--- src/sled_pkg.sv ---
// ----------------------------------------------------------------------------
// sled_pkg: shared types and constants
// result kinds, decoder modes and the result record passed down the pipe
// ----------------------------------------------------------------------------
package sled_pkg;

  localparam int MAX_LEN = 4096;
  localparam int LEN_W   = 13;

  localparam int QDEPTH = 4;
  localparam int QPTR_W = $clog2(QDEPTH);
  localparam int QCNT_W = $clog2(QDEPTH + 1);

  typedef enum logic [1:0] {
    KIND_BYTE     = 2'd0,
    KIND_END      = 2'd1,
    KIND_EOF_ESC  = 2'd2,
    KIND_OVERFLOW = 2'd3
  } kind_t;

  typedef enum logic [2:0] {
    MODE_NORMAL = 3'b001,
    MODE_ESCAPE = 3'b010,
    MODE_OCTAL  = 3'b100
  } mode_t;

  typedef struct packed {
    kind_t              kind;
    logic [7:0]         byte_out;
    logic [LEN_W-1:0]   length;
    logic               last;
  } res_t;

  // up to two results per character
  typedef struct packed {
    logic [1:0] num;
    res_t       r0;
    res_t       r1;
  } dec_out_t;

endpackage

--- src/sled_decode.sv ---
// ----------------------------------------------------------------------------
// sled_decode: escape decoder state and per-character logic
// turns one registered character into zero, one or two result records
// ----------------------------------------------------------------------------
module sled_decode (
  input  logic                clk,
  input  logic                rst_n,
  input  logic                fire,
  input  logic [7:0]          char_in,
  input  logic                end_of_input,
  output sled_pkg::dec_out_t  dec
);

  localparam logic [7:0] CH_QUOTE  = 8'h22;
  localparam logic [7:0] CH_BSLASH = 8'h5C;
  localparam logic [7:0] CH_ZERO   = 8'h30;
  localparam logic [7:0] CH_NINE   = 8'h39;

  sled_pkg::mode_t                 mode_r, mode_nxt;
  logic [7:0]                      acc_r, acc_nxt;
  logic [sled_pkg::LEN_W-1:0]      cnt_r, cnt_nxt;

  function automatic logic [7:0] esc_map(input logic [7:0] c);
    logic [7:0] b;
    case (c)
      8'h6E:   b = 8'h0A;  // n
      8'h74:   b = 8'h09;  // t
      8'h72:   b = 8'h0D;  // r
      8'h64:   b = 8'h04;  // d
      8'h4E:   b = 8'h00;  // N
      8'h73:   b = 8'h20;  // s
      default: b = c;
    endcase
    return b;
  endfunction

  // true when one more byte would reach the length limit
  function automatic logic full_at(input logic [sled_pkg::LEN_W-1:0] n);
    return (32'(n) + 32'd1) >= 32'(sled_pkg::MAX_LEN);
  endfunction

  function automatic sled_pkg::res_t mk(input sled_pkg::kind_t k, input logic [7:0] b,
                                        input logic [sled_pkg::LEN_W-1:0] len,
                                        input logic lst);
    sled_pkg::res_t r;
    r.kind     = k;
    r.byte_out = b;
    r.length   = len;
    r.last     = lst;
    return r;
  endfunction

  logic                        is_digit;
  logic [sled_pkg::LEN_W-1:0]  cnt_p1;
  logic [sled_pkg::LEN_W-1:0]  cnt_p2;
  logic                        do_clear;

  assign is_digit = (char_in >= CH_ZERO) && (char_in <= CH_NINE);
  assign cnt_p1   = cnt_r + 1'b1;
  assign cnt_p2   = cnt_r + 2'd2;

  always_comb begin
    dec      = '0;
    mode_nxt = mode_r;
    acc_nxt  = acc_r;
    cnt_nxt  = cnt_r;
    do_clear = 1'b0;
    if (fire) begin
      case (mode_r)
        sled_pkg::MODE_ESCAPE: begin
          if (end_of_input) begin
            dec.r0   = mk(sled_pkg::KIND_EOF_ESC, 8'h00, cnt_r, 1'b1);
            dec.num  = 2'd1;
            do_clear = 1'b1;
          end else if (char_in == CH_ZERO) begin
            mode_nxt = sled_pkg::MODE_OCTAL;
            acc_nxt  = 8'h00;
          end else begin
            mode_nxt = sled_pkg::MODE_NORMAL;
            dec.num  = 2'd1;
            if (full_at(cnt_r)) begin
              dec.r0   = mk(sled_pkg::KIND_OVERFLOW, 8'h00, cnt_r, 1'b1);
              do_clear = 1'b1;
            end else begin
              dec.r0  = mk(sled_pkg::KIND_BYTE, esc_map(char_in), cnt_p1, 1'b0);
              cnt_nxt = cnt_p1;
            end
          end
        end
        sled_pkg::MODE_OCTAL: begin
          if (end_of_input) begin
            dec.r0   = mk(sled_pkg::KIND_EOF_ESC, 8'h00, cnt_r, 1'b1);
            dec.num  = 2'd1;
            do_clear = 1'b1;
          end else if (is_digit) begin
            acc_nxt = {acc_r[4:0], 3'b000} + (char_in - CH_ZERO);
          end else if (full_at(cnt_r)) begin
            dec.r0   = mk(sled_pkg::KIND_OVERFLOW, 8'h00, cnt_r, 1'b1);
            dec.num  = 2'd1;
            do_clear = 1'b1;
          end else begin
            // run value first, then the terminator as a normal character
            dec.r0   = mk(sled_pkg::KIND_BYTE, acc_r, cnt_p1, 1'b0);
            mode_nxt = sled_pkg::MODE_NORMAL;
            acc_nxt  = 8'h00;
            cnt_nxt  = cnt_p1;
            if (char_in == CH_QUOTE) begin
              dec.r1   = mk(sled_pkg::KIND_END, 8'h00, cnt_p1, 1'b1);
              dec.num  = 2'd2;
              do_clear = 1'b1;
            end else if (char_in == CH_BSLASH) begin
              mode_nxt = sled_pkg::MODE_ESCAPE;
              dec.num  = 2'd1;
            end else if (full_at(cnt_p1)) begin
              dec.r1   = mk(sled_pkg::KIND_OVERFLOW, 8'h00, cnt_p1, 1'b1);
              dec.num  = 2'd2;
              do_clear = 1'b1;
            end else begin
              dec.r1  = mk(sled_pkg::KIND_BYTE, char_in, cnt_p2, 1'b0);
              dec.num = 2'd2;
              cnt_nxt = cnt_p2;
            end
          end
        end
        default: begin
          if (end_of_input || (char_in == CH_QUOTE)) begin
            dec.r0   = mk(sled_pkg::KIND_END, 8'h00, cnt_r, 1'b1);
            dec.num  = 2'd1;
            do_clear = 1'b1;
          end else if (char_in == CH_BSLASH) begin
            mode_nxt = sled_pkg::MODE_ESCAPE;
          end else begin
            dec.num = 2'd1;
            if (full_at(cnt_r)) begin
              dec.r0   = mk(sled_pkg::KIND_OVERFLOW, 8'h00, cnt_r, 1'b1);
              do_clear = 1'b1;
            end else begin
              dec.r0  = mk(sled_pkg::KIND_BYTE, char_in, cnt_p1, 1'b0);
              cnt_nxt = cnt_p1;
            end
          end
        end
      endcase
      if (do_clear) begin
        mode_nxt = sled_pkg::MODE_NORMAL;
        acc_nxt  = 8'h00;
        cnt_nxt  = '0;
      end
    end
  end

  always_ff @(posedge clk) begin
    if (!rst_n) begin
      mode_r <= sled_pkg::MODE_NORMAL;
      acc_r  <= 8'h00;
      cnt_r  <= '0;
    end else begin
      mode_r <= mode_nxt;
      acc_r  <= acc_nxt;
      cnt_r  <= cnt_nxt;
    end
  end

  // a terminating result leaves the decoder ready for a fresh literal
  a_last_clears: assert property (@(posedge clk) disable iff (!rst_n)
    fire && ((dec.num != 2'd0 && dec.r0.last) || (dec.num == 2'd2 && dec.r1.last))
    |=> (mode_r == sled_pkg::MODE_NORMAL) && (cnt_r == '0) && (acc_r == 8'h00))
    else $error("state not cleared after terminating result");

  // byte count never reaches the length limit
  a_cnt_bound: assert property (@(posedge clk) disable iff (!rst_n)
    32'(cnt_r) < 32'(sled_pkg::MAX_LEN))
    else $error("byte count out of range");

endmodule

--- src/sled_queue.sv ---
// ----------------------------------------------------------------------------
// sled_queue: result queue
// small register queue, up to two writes and one read per cycle
// ----------------------------------------------------------------------------
module sled_queue (
  input  logic                clk,
  input  logic                rst_n,
  input  sled_pkg::dec_out_t  dec,
  output logic                space_ok,
  output logic                out_valid,
  input  logic                out_ready,
  output sled_pkg::res_t      out_res
);

  sled_pkg::res_t                q_r [sled_pkg::QDEPTH];
  logic [sled_pkg::QPTR_W-1:0]   wr_ptr_r, wr_ptr_nxt;
  logic [sled_pkg::QPTR_W-1:0]   rd_ptr_r, rd_ptr_nxt;
  logic [sled_pkg::QCNT_W-1:0]   cnt_r, cnt_nxt;
  logic                          pop;
  logic [sled_pkg::QPTR_W-1:0]   wr_ptr_p1;

  assign out_valid = (cnt_r != '0);
  assign out_res   = q_r[rd_ptr_r];
  assign pop       = out_valid && out_ready;
  assign space_ok  = (32'(cnt_r) + 32'd2) <= 32'(sled_pkg::QDEPTH);
  assign wr_ptr_p1 = wr_ptr_r + 1'b1;

  always_comb begin
    wr_ptr_nxt = wr_ptr_r + sled_pkg::QPTR_W'(dec.num);
    rd_ptr_nxt = rd_ptr_r + sled_pkg::QPTR_W'(pop);
    cnt_nxt    = cnt_r + sled_pkg::QCNT_W'(dec.num) - sled_pkg::QCNT_W'(pop);
  end

  always_ff @(posedge clk) begin
    if (dec.num != 2'd0) begin
      q_r[wr_ptr_r] <= dec.r0;
    end
    if (dec.num == 2'd2) begin
      q_r[wr_ptr_p1] <= dec.r1;
    end
  end

  always_ff @(posedge clk) begin
    if (!rst_n) begin
      wr_ptr_r <= '0;
      rd_ptr_r <= '0;
      cnt_r    <= '0;
    end else begin
      wr_ptr_r <= wr_ptr_nxt;
      rd_ptr_r <= rd_ptr_nxt;
      cnt_r    <= cnt_nxt;
    end
  end

  // writes only land when the space check allowed them
  a_no_overrun: assert property (@(posedge clk) disable iff (!rst_n)
    (dec.num != 2'd0) |-> $past(space_ok) || (32'(cnt_r) + 32'(dec.num) <= 32'(sled_pkg::QDEPTH)))
    else $error("result queue overrun");

endmodule

--- src/string_literal_escape_decoder.sv ---
// ----------------------------------------------------------------------------
// string_literal_escape_decoder: quoted string body decoder
// decodes backslash escapes and octal runs, reports end of string and errors
// ----------------------------------------------------------------------------
//
//   channel  ports                                      direction  per beat
//   -------  -----------------------------------------  ---------  --------------
//   in       in_valid in_ready in_char_in               sink       one character
//            in_end_of_input
//   out      out_valid out_ready out_kind out_byte_out  source     one result
//            out_length out_last
//
// - one character per cycle sustained while the output side keeps up; a character
//   that ends an octal run makes two results, each a separate beat on the output port
// - the input register comes first, then decode into the result queue
// - synchronous active-low reset empties the input register and the queue
//   and puts the decoder in normal mode with zero length
// - the input register holds while the queue has fewer than two free slots,
//   so a stalled output side back-pressures in_ready without losing results
//
module string_literal_escape_decoder (
  input  logic                          clk,
  input  logic                          rst_n,
  input  logic                          in_valid,
  output logic                          in_ready,
  input  logic [7:0]                    in_char_in,
  input  logic                          in_end_of_input,
  output logic                          out_valid,
  input  logic                          out_ready,
  output logic [1:0]                    out_kind,
  output logic [7:0]                    out_byte_out,
  output logic [sled_pkg::LEN_W-1:0]    out_length,
  output logic                          out_last
);

  // input register stage
  logic               in_v_r, in_v_nxt;
  logic [7:0]         in_char_r;
  logic               in_eoi_r;

  logic               space_ok;
  logic               fire;
  sled_pkg::dec_out_t dec;
  sled_pkg::res_t     out_res;

  // registered character is decoded once the queue can take two results
  assign fire     = in_v_r && space_ok;
  assign in_ready = !in_v_r || fire;
  assign in_v_nxt = (in_valid && in_ready) || (in_v_r && !fire);

  always_ff @(posedge clk) begin
    if (!rst_n) begin
      in_v_r <= 1'b0;
    end else begin
      in_v_r <= in_v_nxt;
    end
  end

  // payload needs no reset
  always_ff @(posedge clk) begin
    if (in_valid && in_ready) begin
      in_char_r <= in_char_in;
      in_eoi_r  <= in_end_of_input;
    end
  end

  // per-character decode and string state
  sled_decode u_decode (
    .clk          (clk),
    .rst_n        (rst_n),
    .fire         (fire),
    .char_in      (in_char_r),
    .end_of_input (in_eoi_r),
    .dec          (dec)
  );

  // result queue decouples two-result beats from the output handshake
  sled_queue u_queue (
    .clk       (clk),
    .rst_n     (rst_n),
    .dec       (dec),
    .space_ok  (space_ok),
    .out_valid (out_valid),
    .out_ready (out_ready),
    .out_res   (out_res)
  );

  assign out_kind     = out_res.kind;
  assign out_byte_out = out_res.byte_out;
  assign out_length   = out_res.length;
  assign out_last     = out_res.last;

endmodule
--- config.mk ---
export PLATFORM = sky130hd
export DESIGN_NAME = string_literal_escape_decoder
export DESIGN_NICKNAME = d
export VERILOG_FILES = /design/src/sled_pkg.sv /design/src/sled_decode.sv /design/src/sled_queue.sv /design/src/string_literal_escape_decoder.sv
export SDC_FILE = /design/constraint.sdc
export NUM_CORES = 1
export LEC_CHECK = 0
export BUFFER_PORTS_ARGS = -buffer_cell sky130_fd_sc_hd__buf_4
export CELL_PAD_IN_SITES_DETAIL_PLACEMENT = 1
export CELL_PAD_IN_SITES_GLOBAL_PLACEMENT = 1
export CORE_UTILIZATION = 50
export CTS_CLUSTER_SIZE = 28
export DETAILED_ROUTE_END_ITERATION = 10
export PLACE_DENSITY_LB_ADDON = 0.1
export RECOVER_POWER = 25
export SLEW_MARGIN = 25
export SYNTH_ARGS = -nofsm -noshare
export SYNTH_HDL_FRONTEND = slang
export SYNTH_SLANG_ARGS = --single-unit
--- constraint.sdc ---
create_clock -name clk -period 5.1 [get_ports clk]
set_input_delay 1.02 -clock clk [delete_from_list [all_inputs] [get_ports clk]]
set_output_delay 1.02 -clock clk [all_outputs]
set_load 0.005 [all_outputs]
# Yosys cells after proc, flatten, opt, wreduce, memory -nomap -nowiden
# Memories as Yosys holds them, arrays and structs flattened. A register that Yosys moved wholly into a read port is not among the register bits.
# Index checks and enable logic that the tools add are counted.
dict set report classes {
  reduce_logical 17
  order_cmp 5
  addsub 12
  muxes 69
  eq_ne 21
}
# operator count
set op_table {}
lappend op_table {{$mux 24} 8}
lappend op_table {{$mux 13} 12}
lappend op_table {{$mux 26} 4}
lappend op_table {{$mux 50} 2}
lappend op_table {{$ge 32x13->1 const B} 2}
lappend op_table {{$eq 8x7->1 const B} 7}
lappend op_table {{$pmux 26 s2} 1}
lappend op_table {{$mux 25} 2}
lappend op_table {{$mux 8} 6}
lappend op_table {{$pmux 8 s6} 1}
lappend op_table {{$le 32x3->1 const B} 1}
lappend op_table {{$add 13x1->14 const B} 2}
lappend op_table {{$mux 3} 9}
lappend op_table {{$pmux 13 s2} 1}
lappend op_table {{$eq 8x6->1 const B} 2}
lappend op_table {{$mux 1} 16}
lappend op_table {{$pmux 8 s2} 1}
lappend op_table {{$add 13x1->13 const B} 1}
lappend op_table {{$add 13x2->13 const B} 1}
lappend op_table {{$ne 3x3->1 const B} 3}
lappend op_table {{$add 8x8->8} 1}
lappend op_table {{$ge 8x6->1 const B} 1}
lappend op_table {{$le 8x6->1 const B} 1}
lappend op_table {{$mux 2} 4}
lappend op_table {{other kinds (25)} 35}
dict set report totals {
  out_inout_bits 26
  mem_count 1
  reg_bits 41
  inputBits 13
  wordCells 134
  mem_bits_rw 96
}
# memory words word_bits read_ports rd_ports_with_merged_regs write_ports line_no
set mem_list {}
lappend mem_list {u_queue.q_r 4 24 1 1 2 sled_queue.sv:15} ;# sled_pkg::res_t q_r [sled_pkg::QDEPTH];

# Logic depth before layout (Yosys ltp)
dict set report logic_depth {
  depth_word 14
  mapped_depth 14
  depth_no_buf 12
}

# Modules after synthesis
# A second synthesis with hierarchy kept.
dict set report unflattened {
  hier_cells 862
  hier_area_um2 9160.0
}
# module instances area_each_um2 cells_each seq_area_each_um2
set by_module_without_submodules {}
lappend by_module_without_submodules {sled_queue 1 5159.9 285 3022.9}
lappend by_module_without_submodules {sled_decode 1 3664.8 562 480.5}
lappend by_module_without_submodules {string_literal_escape_decoder 1 335.3 15 290.3}

# Least setup slack after synthesis
# Ideal clock, no wire load.
dict set report synth_path {
  path_kind {flip-flop to flip-flop}
  startpoint {reg u_decode.cnt_r[1] in the netlist's numbering}
  endpoint {mem u_queue.q_r[2][0] in the netlist's numbering, enable pin}
  t_arrival_ps 4110
  n_path_buf 2
  required_time_ps 4658
  path_stages_with_launch 12
  setup_time_ps 442
  path_slack_ps 548
  period_less_slack_ps 4552
  cell_sequence {dfxtp_1 -> ha_1 -> nand3_2 -> nor3_2 -> mux2_2 -> nor2_1 -> and3_1 -> clkbuf_1 -> inv_2 -> o211a_2 -> buf_2 -> o31ai_1}
}
# element line_no
set synth_lines {}
lappend synth_lines {{start: declaration} sled_decode.sv:21} ;# logic [sled_pkg::LEN_W-1:0] cnt_r, cnt_nxt;
lappend synth_lines {{start signal: assignment} sled_decode.sv:160} ;# cnt_r <= cnt_nxt;
lappend synth_lines {{end: declaration} sled_queue.sv:15}

==> flow_summary_export.csv <==
group,metric,value,unit
floorplan,die_y,136,um
drt,dr.first_iter.drc_count,848,
synthesis,seq_area_frac_synth,42.5,%
global_route,grt_overflow_total,0,
cts,cts_max_level,4,
synthesis,avgSynthCellArea,9.93,um^2
sta,rsz0062_at_grt,"false",
floorplan,row_count,48,
synthesis,synth_common_cells,"105 x edfxtp_1, 94 x nand2_1, 55 x nand3_1, 55 x nor2_1, 54 x o21ai_0",
floorplan,die_area,18400,um^2
synthesis,async_flop_share,0,%
cts,cts_sinks,137,
global_route,track_usage,36.5,%
drt,vias,8126,
sta,tightest_slew,1800,ps
synthesis,synth.most_common_cell,"edfxtp_1",
sta,hold_viol,0,
cts,cts_inserted_buffers,17,
flow_run,drv_cap,1,
cts,clk_pin_slew_worst_paths,60,ps
drt,antenna_left,0,
synthesis,ys.flop_type,"edfxtp_1",
critical_path,start_kind,"register",
cts,postCtsSetupRepairBufs,0,
drt,viasPerCell,7.08,
placed_design,hpwl,22.1,mm
cts,cts_hold_buf,0,
critical_path,crit_arrival,4920,ps
synthesis,netlist_area,8930,um^2
sta,fin_crit,4810,ps
floorplan,core_area,17400,um^2
drt,wl,32.3,mm
synthesis,ys_types,94,
floorplan,io_pins,39,
floorplan,die_x,136,um
cells_and_area,syn_to_final_growth,11.3,%
cts,cts_resized,0,
critical_path,required,5210,ps
drt,drc,0,
critical_path,end_kind,"register",
sta,finalSetupTns,0,ps
synthesis,synth_top_cell_by_area,"edfxtp_1",
sta,maxSlewHeadroom,-19.9,%
drt,firstDrtPassIters,7,
synthesis,ys_ff_latch,137,
drt,wire_per_inst,28.2,um
sta,skew,10.6,ps
pwr,power.leakage,3.53,nW
placed_design,port_buffers,38,
synthesis,synth_top_area_share,35.3,%
cells_and_area,diodes,0,
hold_path,hp-class,"register to register",
sta,max_freq,208,MHz
cells_and_area,final_layout_size_suffix_gt1_share,16.7,%
cells_and_area,fin_cells,1147,
synthesis,ys_top_cells_by_area,"edfxtp_1 35%, dfxtp_1 7.2%, mux4_2 6.1%",
sta,drv_slew,26,
placed_design,dpl.cell_count,1115,
global_route,grt_start_max_net_pins,35,
placed_design,placed_area,9390,um^2
global_route,grt_pass1_vias,8270,
sta,setup_viol,0,
critical_path,worstSetupPathType,"register to register",
cells_and_area,nets,941,
sta,post-route-period-util,94.2,%
global_route,antenna_found_initial,0,
outcome,violations,"capacitance limit, slew limit",
synthesis,synth.net_count,931,
synthesis,yosys_warnings,0,
cts,root_buffer,"clkbuf_16",
cts,clk_latency,440,ps
floorplan,start_util,51.5,%
synthesis,synth_edf_count,105,
synthesis,synth_cells,899,
critical_path,path_max_fanout,16,
pwr,ir_drop,0.256,mV
cells_and_area,design_area,9940,um^2
outcome,status,"finished, violations left",
placed_design,gp_congestion,1.08,
cts,cts_buffer_depth,2,
pwr,p_per_area,366,nW/um^2
cts,cts_tree,"done",
global_route,grt_pass1_wl,49.4,mm
## routing by layer
layer	wire length (um)	global-route usage [%]
met5	0	0
met2	15500	58.7
met4	1020	14.2
met1	13400	48.9
met3	2390	6.29
## per-stage QoR
| step | total power, mW | hold WS, ps | setup WS (ps) | utilization, % |
|---|---|---|---|---|
| after floorplan | 2.01 | 434 | 548 | - |
| after detailed placement | 2.41 | 459 | 487 | 54.1 |
| after global routing | 3.77 | 484 | 141 | 57.3 |
| after CTS | 3.65 | 468 | 432 | 57.5 |
| final | 3.64 | 471 | 295 | 57.3 |
| after global placement | 2.36 | 449 | 454 | 54.1 |
## state kept, by name (all words and copies together), names as in the netlist
signal,cells
u_queue.wr_ptr_r,2
in_char_r,8
u_decode.mode_r,3
u_queue.cnt_r,3
u_decode.cnt_r,13
u_decode.acc_r,8
in_v_r,1
u_queue.q_r,96
in_eoi_r,1
u_queue.rd_ptr_r,2
## cells in the final DEF, fill, tap and decap left out, drive strengths merged, types with 32 or more instances in the layout
cell type,count
edfxtp,105
nand2,96
o21ai,93
nor2,59
nand3,56
clkbuf,56
mux2i,52
a21oi,40
inv,33
dfxtp,32
## logic make-up (layout without fill, tap and decap cells)
kind of cell | after synthesis | count (layout) | synth area share (%)
multiplexers | 81 | 81 | 12.5
adder cells (fa/ha/maj) | 19 | 19 | 2.83
AND/OR/NAND/NOR | 304 | 304 | 17.8
AO/OA/AOI/OAI | 254 | 254 | 18.9
buffers and inverters | 92 | 115 | 4.33
flip-flops | 137 | 137 | 42.5
XOR/XNOR | 12 | 12 | 1.18
## power breakdown
part           leakage, nW  internal, mW  switching [mW]  total [mW]
registers             1.21          1.32           0.154        1.47
clock network        0.281         0.690           0.566        1.26
logic                 2.04         0.427           0.490       0.917
## worst max-delay path: stages (launching register included)
cell     delay, ps
dfxtp_1        670
ha_1           400
nand3_2        320
nor3_2         490
mux2_2         500
nor2_1         330
and3_1         330
inv_2          140
o211a_2        290
o31ai_4        590
buf_4          390
## cell type report
| cell class | count | area (um^2) |
|---|---|---|
| Fill cell | 1895 | 7410 |
| Inverter | 26 | 97.6 |
| Multi-Input combinational cell | 670 | 4780 |
| Timing Repair Buffer | 57 | 410 |
| Clock buffer | 17 | 425 |
| Sequential cell | 137 | 3790 |
| Clock inverter | 15 | 154 |
| Tap cell | 225 | 282 |
## final timing paths
| kind | start | end | slack [ps] | depth (start not counted) |
|---|---|---|---|---|
| setup reg to reg | u_decode.cnt_r[0] | u_queue.q_r[2][9] | 290 | 10 |
| hold reg to reg | u_decode.acc_r[5] | u_decode.acc_r[5] | 470 | 2 |
| setup / recovery | u_decode.cnt_r[0] | u_queue.q_r[2][9] | 290 | 10 |
| hold / removal | u_decode.acc_r[5] | u_decode.acc_r[5] | 470 | 2 |
Power figures use the tool's default switching activity.
